--- src/rtl/core/md5bc_pkg.sv ---
// MD5 block compression: shared types, constants and index functions.
// No dependencies; used by md5bc_round and md5_block_compression_top.
package md5bc_pkg;

  localparam int WordW = 32;

  // Working registers of one compression pass
  typedef struct packed {
    logic [WordW-1:0] a;
    logic [WordW-1:0] b;
    logic [WordW-1:0] c;
    logic [WordW-1:0] d;
  } md5bc_work_t;

  // Standard chaining values
  localparam logic [WordW-1:0] InitA = 32'h67452301;
  localparam logic [WordW-1:0] InitB = 32'hEFCDAB89;
  localparam logic [WordW-1:0] InitC = 32'h98BADCFE;
  localparam logic [WordW-1:0] InitD = 32'h10325476;

  // Per-round additive constants
  localparam logic [WordW-1:0] RoundK [64] = '{
    32'hD76AA478, 32'hE8C7B756, 32'h242070DB, 32'hC1BDCEEE,
    32'hF57C0FAF, 32'h4787C62A, 32'hA8304613, 32'hFD469501,
    32'h698098D8, 32'h8B44F7AF, 32'hFFFF5BB1, 32'h895CD7BE,
    32'h6B901122, 32'hFD987193, 32'hA679438E, 32'h49B40821,
    32'hF61E2562, 32'hC040B340, 32'h265E5A51, 32'hE9B6C7AA,
    32'hD62F105D, 32'h02441453, 32'hD8A1E681, 32'hE7D3FBC8,
    32'h21E1CDE6, 32'hC33707D6, 32'hF4D50D87, 32'h455A14ED,
    32'hA9E3E905, 32'hFCEFA3F8, 32'h676F02D9, 32'h8D2A4C8A,
    32'hFFFA3942, 32'h8771F681, 32'h6D9D6122, 32'hFDE5380C,
    32'hA4BEEA44, 32'h4BDECFA9, 32'hF6BB4B60, 32'hBEBFBC70,
    32'h289B7EC6, 32'hEAA127FA, 32'hD4EF3085, 32'h04881D05,
    32'hD9D4D039, 32'hE6DB99E5, 32'h1FA27CF8, 32'hC4AC5665,
    32'hF4292244, 32'h432AFF97, 32'hAB9423A7, 32'hFC93A039,
    32'h655B59C3, 32'h8F0CCC92, 32'hFFEFF47D, 32'h85845DD1,
    32'h6FA87E4F, 32'hFE2CE6E0, 32'hA3014314, 32'h4E0811A1,
    32'hF7537E82, 32'hBD3AF235, 32'h2AD7D2BB, 32'hEB86D391
  };

  // Left-rotate amounts, indexed by {phase, round[1:0]}
  localparam logic [4:0] RotAmt [16] = '{
    5'd7,  5'd12, 5'd17, 5'd22,
    5'd5,  5'd9,  5'd14, 5'd20,
    5'd4,  5'd11, 5'd16, 5'd23,
    5'd6,  5'd10, 5'd15, 5'd21
  };

  // Message word used in a given round
  function automatic logic [3:0] msg_index(input logic [5:0] rnd);
    logic [3:0] r;
    logic [3:0] g;
    r = rnd[3:0];
    case (rnd[5:4])
      2'd0:    g = r;
      2'd1:    g = 4'((r << 2) + r + 4'd1);
      2'd2:    g = 4'((r << 1) + r + 4'd5);
      default: g = 4'((r << 3) - r);
    endcase
    return g;
  endfunction

endpackage

--- src/rtl/core/md5bc_round.sv ---
// One MD5 round: logic function, three-way add, rotate and add into b.
// Depends on md5bc_pkg for the work struct and rotate table.
module md5bc_round (
  input  logic [5:0]               rnd,      // round number 0..63
  input  logic [31:0]              km,       // round constant plus message word
  input  md5bc_pkg::md5bc_work_t   cur,
  output md5bc_pkg::md5bc_work_t   nxt
);
  import md5bc_pkg::*;

  logic [1:0]       phase;
  logic [WordW-1:0] f;
  logic [WordW-1:0] sum;
  logic [4:0]       sh;
  logic [2*WordW-1:0] dbl;
  logic [WordW-1:0] rot;

  assign phase = rnd[5:4];

  // Select the round function for this phase
  always_comb begin
    case (phase)
      2'd0:    f = cur.d ^ (cur.b & (cur.c ^ cur.d));
      2'd1:    f = cur.c ^ (cur.d & (cur.b ^ cur.c));
      2'd2:    f = cur.b ^ cur.c ^ cur.d;
      default: f = cur.c ^ (cur.b | ~cur.d);
    endcase
  end

  // Add, then rotate left through a doubled word
  assign sum = cur.a + f + km;
  assign sh  = RotAmt[{phase, rnd[1:0]}];
  assign dbl = {sum, sum} << sh;
  assign rot = dbl[2*WordW-1:WordW];

  // Shift the working words along
  assign nxt.a = cur.d;
  assign nxt.b = cur.b + rot;
  assign nxt.c = cur.b;
  assign nxt.d = cur.c;

endmodule

--- src/rtl/core/md5_block_compression_top.sv ---
// MD5 block compression top: word store, chaining words, round sequencer
// and digest output. Depends on md5bc_pkg and md5bc_round.
//
//  channel | dir | tdata          | tuser                          | tlast
//  in_     | in  | msg_word[31:0] | [0] start_message [1] final_block | -
//  out_    | out | digest_word    | [1:0] digest_index             | last_word
//
// Words are taken one a cycle while in_tready is high. The sixteenth
// word of a block starts a pass (a load, 64 rounds through the single
// round unit, a chaining add), during which in_tready is low. After a
// final block four digest items follow, one a cycle while out_tready is
// high; a low out_tready holds the current item. Reset (synchronous,
// rst_n low) loads the standard chaining values and clears the word count.
module md5_block_compression_top (
  input  logic        clk,
  input  logic        rst_n,
  input  logic        in_tvalid,
  output logic        in_tready,
  input  logic [31:0] in_tdata,   // [31:0] msg_word
  input  logic [1:0]  in_tuser,   // [0] start_message, [1] final_block
  output logic        out_tvalid,
  input  logic        out_tready,
  output logic [31:0] out_tdata,  // [31:0] digest_word
  output logic [1:0]  out_tuser,  // [1:0] digest_index
  output logic        out_tlast
);
  import md5bc_pkg::*;

  localparam logic [2:0] StIdle  = 3'd0;
  localparam logic [2:0] StLoad  = 3'd1;
  localparam logic [2:0] StRound = 3'd2;
  localparam logic [2:0] StAdd   = 3'd3;
  localparam logic [2:0] StEmit  = 3'd4;

  logic [2:0]       state_r, state_nxt;
  logic [3:0]       wcnt_r, wcnt_nxt;
  logic [5:0]       rnd_r, rnd_nxt;
  logic [1:0]       oidx_r, oidx_nxt;
  logic             final_r, final_nxt;
  logic [WordW-1:0] chain_r [4];
  logic [WordW-1:0] chain_nxt [4];
  md5bc_work_t      work_r, work_nxt, round_out;
  logic [WordW-1:0] km_r;
  logic [WordW-1:0] store [16];
  logic [5:0]       rnd_ahead;
  logic [5:0]       rnd_sel;
  logic             in_acc;
  logic             out_acc;
  logic [3:0]       wr_idx;

  assign in_tready  = (state_r == StIdle);
  assign in_acc     = in_tvalid && in_tready;
  assign out_tvalid = (state_r == StEmit);
  assign out_acc    = out_tvalid && out_tready;
  assign out_tdata  = chain_r[oidx_r];
  assign out_tuser  = oidx_r;
  assign out_tlast  = (oidx_r == 2'd3);

  // A start flag restarts the block at word zero
  assign wr_idx = in_tuser[0] ? 4'd0 : wcnt_r;

  // Write the message word store
  always_ff @(posedge clk) begin
    if (in_acc) begin
      store[wr_idx] <= in_tdata;
    end
  end

  // Fetch the word for the round after the current one
  assign rnd_ahead = rnd_r + 6'd1;
  assign rnd_sel   = (state_r == StLoad) ? 6'd0 : rnd_ahead;

  md5bc_round u_round (
    .rnd (rnd_r),
    .km  (km_r),
    .cur (work_r),
    .nxt (round_out)
  );

  // Sequencer
  always_comb begin
    state_nxt = state_r;
    wcnt_nxt  = wcnt_r;
    rnd_nxt   = rnd_r;
    oidx_nxt  = oidx_r;
    final_nxt = final_r;
    work_nxt  = work_r;
    for (int k = 0; k < 4; k++) begin
      chain_nxt[k] = chain_r[k];
    end
    case (state_r)
      StIdle: begin
        if (in_acc) begin
          if (in_tuser[0]) begin
            chain_nxt[0] = InitA;
            chain_nxt[1] = InitB;
            chain_nxt[2] = InitC;
            chain_nxt[3] = InitD;
          end
          if (wr_idx == 4'd15) begin
            wcnt_nxt  = 4'd0;
            final_nxt = in_tuser[1];
            state_nxt = StLoad;
          end else begin
            wcnt_nxt = wr_idx + 4'd1;
          end
        end
      end
      StLoad: begin
        work_nxt.a = chain_r[0];
        work_nxt.b = chain_r[1];
        work_nxt.c = chain_r[2];
        work_nxt.d = chain_r[3];
        rnd_nxt    = 6'd0;
        state_nxt  = StRound;
      end
      StRound: begin
        work_nxt = round_out;
        rnd_nxt  = rnd_ahead;
        if (rnd_r == 6'd63) begin
          state_nxt = StAdd;
        end
      end
      StAdd: begin
        chain_nxt[0] = chain_r[0] + work_r.a;
        chain_nxt[1] = chain_r[1] + work_r.b;
        chain_nxt[2] = chain_r[2] + work_r.c;
        chain_nxt[3] = chain_r[3] + work_r.d;
        oidx_nxt     = 2'd0;
        state_nxt    = final_r ? StEmit : StIdle;
      end
      StEmit: begin
        if (out_acc) begin
          oidx_nxt = oidx_r + 2'd1;
          if (oidx_r == 2'd3) begin
            // Drop the chaining state once the digest has gone
            for (int k = 0; k < 4; k++) begin
              chain_nxt[k] = '0;
            end
            state_nxt = StIdle;
          end
        end
      end
      default: begin
        state_nxt = StIdle;
      end
    endcase
  end

  // Control and chaining registers
  always_ff @(posedge clk) begin
    if (!rst_n) begin
      state_r    <= StIdle;
      wcnt_r     <= 4'd0;
      rnd_r      <= 6'd0;
      oidx_r     <= 2'd0;
      final_r    <= 1'b0;
      chain_r[0] <= InitA;
      chain_r[1] <= InitB;
      chain_r[2] <= InitC;
      chain_r[3] <= InitD;
    end else begin
      state_r <= state_nxt;
      wcnt_r  <= wcnt_nxt;
      rnd_r   <= rnd_nxt;
      oidx_r  <= oidx_nxt;
      final_r <= final_nxt;
      for (int k = 0; k < 4; k++) begin
        chain_r[k] <= chain_nxt[k];
      end
    end
  end

  // Working datapath registers; read the next round's word from the store
  always_ff @(posedge clk) begin
    work_r <= work_nxt;
    km_r   <= RoundK[rnd_sel] + store[msg_index(rnd_sel)];
  end

endmodule

--- config.mk ---
export PLATFORM = sky130hd
export DESIGN_NAME = md5_block_compression_top
export DESIGN_NICKNAME = d
export VERILOG_FILES = /design/src/rtl/core/md5bc_pkg.sv /design/src/rtl/core/md5bc_round.sv /design/src/rtl/core/md5_block_compression_top.sv
export SDC_FILE = /design/constraint.sdc
export NUM_CORES = 2
export LEC_CHECK = 0
export ABC_AREA = 1
export BUFFER_PORTS_ARGS = -buffer_cell sky130_fd_sc_hd__buf_2
export CAP_MARGIN = 20
export CORE_UTILIZATION = 45
export DETAILED_ROUTE_END_ITERATION = 6
export PLACE_DENSITY = 0.61
export SLEW_MARGIN = 30
export SYNTH_ARGS = -nofsm -noshare
export SYNTH_HDL_FRONTEND = slang
export SYNTH_SLANG_ARGS = --single-unit
--- constraint.sdc ---
create_clock -name clk -period 7 [get_ports clk]
set_clock_uncertainty 0.1 [all_clocks]
set_input_delay 0.7 -clock clk [delete_from_list [all_inputs] [get_ports clk]]
set_output_delay 0.7 -clock clk [all_outputs]
set_load 0.01 [all_outputs]
; Yosys cells after proc, flatten, opt, wreduce, memory -nomap -nowiden
; Memories as Yosys holds them, arrays and structs flattened. A register that Yosys moved wholly into a read port is not among the register bits.
; Cells that the tools add are included.
[classes]
magnitude_cmp = 2
n_eq_ne = 16
n_reduce_logical = 11
add_sub_neg = 16
shift = 1
n_bitwise = 16
muxes = 35
[op_table]
columns = cell, n
row1 = $mux W128, 4
row2 = $pmux W128 S3, 1
row3 = $add A32 B32 Y32, 8
row4 = $pmux W128 S2, 1
row5 = $mux W32, 6
row6 = $xor A32 B32 Y32, 6
row7 = $pmux W32 S3, 1
row8 = $and A32 B32 Y32, 2
row9 = $shl A64 B5 Y64, 1
row10 = $not A32 Y32, 1
row11 = $or A32 B32 Y32, 1
row12 = $mux W3, 6
row13 = $pmux W3 S5, 1
row14 = $pmux W4 S3, 1
row15 = $pmux W6 S2, 1
row16 = $mux W5, 2
row17 = $add A4 B1 Y4 const B, 2
row18 = $add A4 B4 Y4, 2
row19 = $mux W4, 2
row20 = $ne A2 B1 Y1 const B, 4
row21 = $ge A7 B7 Y1 const B, 1
row22 = $not A6 Y7, 1
row23 = $add A6 B1 Y6 const B, 1
row24 = $eq A2 B2 Y1 const B, 3
row25 = other kinds (24), 38
[word_totals]
out_inout_bits = 37
rom_bits = 2128
mem_count = 4
wordCells = 111
in_bits = 38
ramBits = 640
reg_bits = 176
[mem_list]
columns = memory, depth, width, read_ports, rd_clocked_by_memory_dff, write_ports, line_no
row1 = (name not given), 64, 32, 1, 0, 0, md5_block_compression_top.sv:177  ; km_r <= RoundK[rnd_sel] + store[msg_index(rnd_sel)];
row2 = store, 16, 32, 1, 0, 1, md5_block_compression_top.sv:44  ; logic [WordW-1:0] store [16];
row3 = chain_r, 4, 32, 5, 1, 4, md5_block_compression_top.sv:40  ; logic [WordW-1:0] chain_r [4];
row4 = (name not given), 16, 5, 1, 0, 0, md5bc_round.sv:32  ; assign sh = RotAmt[{phase, rnd[1:0]}];

; Logic depth before layout (Yosys ltp)
[depth]
depth_word = 9
mapped_depth = 49
ltp_nobuf = 47

; By module
; From an unflattened synthesis, not the netlist that was laid out.
[unflattened]
cells_unflattened = 6993
hier_area_um2 = 54074.4
[by_module_without_submodules]
columns = mod, area_per_inst_um2, n_inst, seq_area_each_um2, cells_per_inst
row1 = md5_block_compression_top, 44192.4, 1, 22781.8, 5114
row2 = md5bc_round, 9882.0, 1, 0.0, 1879

; Worst setup path before layout
; Ideal clock, no wire load.
[synth_timing]
kind = register to register
start = register rnd_r[4]
end = register work_r[82] (netlist bit) (data pin)
period_less_slack_ns = 6.401
n_path_buf = 3
arrival_ns = 6.035
required_ns = 6.634
setup_time_ns = 0.266
path_stages_with_launch = 41
slack_ns = 0.599
path_cell_list = dfxtp_1 > clkbuf_1 > nand2_1 > clkbuf_1 > clkbuf_1 > nand2_1 > o21ai_0 > nand2_1 > nand3_1 > o21ai_0 > inv_1 > fa_1 > inv_1 > ha_1 > inv_1 > fa_1 > inv_1 > nand3_1 > (+5 left out) > xnor2_1 > o21ai_0 > or2_2 > o211ai_1 > nand3_1 > nand3_1 > nand2_1 > ha_1 > fa_1 > nand3_1 > nand3_1 > a21o_1 > a31oi_1 > o21ai_0 > a21o_1 > or2_2 > nand3_1 > o21ai_0
[synth_rtl]
columns = item, line_no
row1 = start: declaration, md5_block_compression_top.sv:37  ; logic [5:0] rnd_r, rnd_nxt;
row2 = start signal: assignment, md5_block_compression_top.sv:165  ; rnd_r <= rnd_nxt;
row3 = end signal: assignment, md5_block_compression_top.sv:176  ; work_r <= work_nxt;
row4 = end: declaration, md5_block_compression_top.sv:42  ; md5bc_work_t work_r, work_nxt, round_out;

==> impl_metrics.py <==
metrics = {
    "finish": {
        "finish.net_count": 6989,
        "layout.filler_cells": 11000,
        "multiInputGateArea_mm2": 0.0255,
        "layout.area.seq_mm2": 0.0228,
        "layout-area-overhead-vs-synth_pct": 12.6,
        "post-route-util": 0.512,
        "fraction_of_final_layout_cells_sized_beyond_drive_strength_1": 0.0910,
        "post-route-cell-area_mm2": 0.0587,
    },
    "power": {
        "total_internal_power_mw": 8.24,
        "power.share.sequential": 0.480,
        "worst_ir_drop_on_vdd_v": 0.000261,
        "power.net_switching_mw": 2.86,
        "share_clk_of_total_power": 0.418,
        "sw_frac_of_total": 0.258,
        "power_per_cell_area_mw_per_mm2": 189,
        "pwr-share-comb": 0.102,
        "design_power_total_mw": 11.1,
        "total_leakage_power_nw": 24.9,
    },
    "detailed_routing": {
        "drt_wl_total_mm": 193,
        "drt-initial-drc-count": 5170,
        "detailed_route_drc_error_count": 12,
        "route.antenna.remaining_nets": 0,
        "routedWlPerCell_um": 23.4,
        "firstDrtPassIters": 7,
        "route.vias.total": 47600,
        "detail_route.vias_per_cell": 5.79,
    },
    "min_path": {
        "type_of_the_worst_min_delay_path": "primary input to flip-flop",
        "hold-path-cell-count": 1,
        "hold_crit_start": "in_tdata[24]",
        "whs_endpoint": "store[7][24]",
    },
    "sta": {
        "max_freq_ghz": 0.152,
        "total_setup_violations_reported_at_the_end_of_the_flow": 0,
        "time_the_worst_path_needs_with_i_o_delays_and_setup_ns": 6.60,
        "worst_slew_margin_rel": 0.298,
        "worst-slew-pin-transition_ns": 1.05,
        "hold-worst-slack_ns": 0.250,
        "finalHoldViolCount": 0,
        "timing.final.crit_share": 0.942,
        "setup_tns_ns": 0,
        "final_max_slew_viol_count": 0,
    },
    "placed_design": {
        "placed_area_mm2": 0.0555,
        "routabilityCongestion": 1.01,
        "dpl.hpwl_mm": 138,
        "portBuffers": 74,
    },
    "floorplanning": {
        "die_area_mm2": 0.117,
        "core_area_mm2": 0.115,
        "design.portCount": 75,
        "std_cell_rows": 124,
        "initial_core_util": 0.455,
        "die_w_um": 342,
        "dieHeight_um": 342,
    },
    "grt": {
        "grt_start_max_net_pins": 148,
        "grt.total_usage": 0.320,
        "number_of_antenna_violations_at_the_first_check_in_global_routing": 11,
        "grt_first_pass_wirelength_mm": 280,
        "grt_pass1_vias": 43300,
        "overflow": 0,
    },
    "logic_synthesis": {
        "synthArstFlopShare": 0,
        "post_synth_instance_area_mm2": 0.0522,
        "ys_types": 61,
        "synthesis.instances": 6497,
        "synth.yosys.seq_area_share": 0.437,
        "synth-edff-count": 640,
        "synth_nets": 6838,
        "yosys_register_bits": 818,
        "leading_register_cell_type_out_of_synthesis": "sky130_fd_sc_hd__edfxtp_1",
        "syn_area_per_cell_um2": 8.03,
        "synth_warnings": 0,
    },
    "clock_network": {
        "worst_skew_pair.late_latency_ns": 0.73,
        "clk_pin_slew_worst_paths_ns": 0.06,
        "htreeDepth": 3,
        "ctsRootBufferMaster": "sky130_fd_sc_hd__clkbuf_16",
        "cts.hold.buffers_added": 0,
        "tritoncts": "built",
        "clkSinkCount": 818,
        "maximum_clock_path_buffer_count": 3,
        "number_of_buffers_added_by_the_clock_tree_synthesis_step": 90,
    },
    "setup_path": {
        "critical_path_class": "flip-flop to flip-flop",
        "crit-reg2reg-launch": "rnd_r[5]",
        "end_kind": "flip-flop",
        "reg2reg_depth": 37,
        "r2r-end": "work_r[82]",
        "critPathMaxFanout": 19,
        "timing.critical_path.slowest_stage_cell": "sky130_fd_sc_hd__fa_1",
        "worstPathRequired_ns": 7.33,
        "cpMostUsedCell": "sky130_fd_sc_hd__nand2_1",
        "worst_path_largest_cell_delay_ns": 0.45,
        "worst-endpoint-arrival_ns": 6.92,
        "ff2ff_setup_slack_ns": 0.40,
        "critical_path_start_type": "flip-flop",
    },
    "outcome": {
        "violations_in_the_final_reports": "DRC",
        "status": "complete, but fails checks",
    },
    "run": {
        "cap_violations": 0,
    },
}
==> how the worst max path moves through the flow <==
stage                        start          to  cells past startpoint  slack (ns)
after floorplan           rnd_r[4]  work_r[82]                     40        0.60
after CTS                 rnd_r[5]  work_r[93]                     39        0.13
after global routing      rnd_r[4]  work_r[92]                     44       -0.03
final                     rnd_r[5]  work_r[82]                     37        0.40
after detailed placement  rnd_r[5]  work_r[93]                     39        0.13
after global placement    rnd_r[5]  work_r[92]                     41        0.28
==> layout make-up <==
class / count / area share
Sequential cell: 818 / 0.388
Clock buffer: 114 / 0.0413
Multi-Input combinational cell: 4562 / 0.435
Timing Repair Buffer: 332 / 0.0425
Tap cell: 1512 / 0.0322
Antenna cell: 2 / 0.0000852
Inverter: 844 / 0.0542
Clock inverter: 41 / 0.00661
==> worst max-delay path: cells and delay by family, from the launching register on <==
kind / cells / cell delay, ns
AO/OA/AOI/OAI: 9 / 1.50
XOR/XNOR: 1 / 0.15
adder cells (fa/ha/maj): 3 / 1.14
buffers and inverters: 7 / 0.97
flip-flops: 1 / 0.36
AND/OR/NAND/NOR: 17 / 2.10
==> flip-flops by register name (all words and copies together), names as in the netlist, named ones only <==
| name | cells |
|---|---|
| store | 512 |
| out_tuser | 2 |
| work_r | 128 |
| state_r | 3 |
| chain_r | 128 |
| km_r | 32 |
| rnd_r | 6 |
| final_r | 1 |
| wcnt_r | 4 |
==> cells in the final DEF, fill, tap and decap left out, types with 40 or more instances in the layout <==
| master | instances |
|---|---|
| sky130_fd_sc_hd__a21oi_1 | 643 |
| sky130_fd_sc_hd__a31oi_1 | 40 |
| sky130_fd_sc_hd__buf_2 | 74 |
| sky130_fd_sc_hd__buf_4 | 242 |
| sky130_fd_sc_hd__clkbuf_16 | 94 |
| sky130_fd_sc_hd__dfxtp_1 | 175 |
| sky130_fd_sc_hd__edfxtp_1 | 640 |
| sky130_fd_sc_hd__fa_1 | 43 |
| sky130_fd_sc_hd__ha_1 | 249 |
| sky130_fd_sc_hd__inv_1 | 822 |
| sky130_fd_sc_hd__mux2i_1 | 43 |
| sky130_fd_sc_hd__nand2_1 | 1300 |
| sky130_fd_sc_hd__nand3_1 | 588 |
| sky130_fd_sc_hd__nor2_1 | 346 |
| sky130_fd_sc_hd__nor3_1 | 53 |
| sky130_fd_sc_hd__o211ai_1 | 127 |
| sky130_fd_sc_hd__o21ai_0 | 628 |
| sky130_fd_sc_hd__o22ai_1 | 44 |
| sky130_fd_sc_hd__xnor2_1 | 58 |
| sky130_fd_sc_hd__xor2_1 | 42 |
==> routing by layer <==
metal  vias to the layer above  part of all wire  global-route usage
met3                       385             0.078              0.0489
met2                      1977              0.45               0.500
li1                      22700                 -                   -
met4                        12             0.046               0.139
met5                         -           0.00036                   0
met1                     22600              0.43               0.441
==> cell usage after synthesis, types with 49 or more instances <==
| cell | n | area [µm²] |
|---|---|---|
| sky130_fd_sc_hd__xnor2_1 | 59 | 517 |
| sky130_fd_sc_hd__edfxtp_1 | 640 | 19200 |
| sky130_fd_sc_hd__buf_2 | 49 | 245 |
| sky130_fd_sc_hd__clkbuf_1 | 176 | 661 |
| sky130_fd_sc_hd__ha_1 | 260 | 3250 |
| sky130_fd_sc_hd__nor2_1 | 376 | 1410 |
| sky130_fd_sc_hd__inv_1 | 830 | 3120 |
| sky130_fd_sc_hd__nand2_1 | 1314 | 4930 |
| sky130_fd_sc_hd__o211ai_1 | 127 | 953 |
| sky130_fd_sc_hd__a21oi_1 | 652 | 3260 |
| sky130_fd_sc_hd__dfxtp_1 | 178 | 3560 |
| sky130_fd_sc_hd__o22ai_1 | 49 | 307 |
| sky130_fd_sc_hd__nor3_1 | 56 | 280 |
| sky130_fd_sc_hd__nand3_1 | 595 | 2980 |
| sky130_fd_sc_hd__o21ai_0 | 642 | 3210 |
==> repair_timing <==
item / in CTS / in global routing
gates resized for setup: 0 / 96
buffers inserted: 0 / 5
setup endpoints to repair: 0 / 21
==> per-stage QoR <==
step / cells / worst slack (ns)
finish: 8225 / 0.403
global route: 8223 / -0.0338
CTS: 8216 / 0.131
detailed placement: 8061 / 0.127
global placement: 8061 / 0.282
floorplan: 6497 / 0.599
==> power groups by stage <==
stage | logic, mW | clock network (mW) | registers, mW
floorplan | 0.661 | 0 | 5.41
global route | 1.24 | 4.90 | 5.33
global placement | 1.07 | 0 | 5.43
CTS | 1.08 | 4.71 | 5.33
detailed placement | 1.07 | 0 | 5.43
finish | 1.13 | 4.64 | 5.33
==> logic make-up after synthesis <==
logic type	synth area share
XOR/XNOR	0.0173
adder cells (fa/ha/maj)	0.0789
AO/OA/AOI/OAI	0.181
multiplexers	0.00825
AND/OR/NAND/NOR	0.194
flip-flops	0.437
buffers and inverters	0.0836
Power figures use the tool's default switching activity.
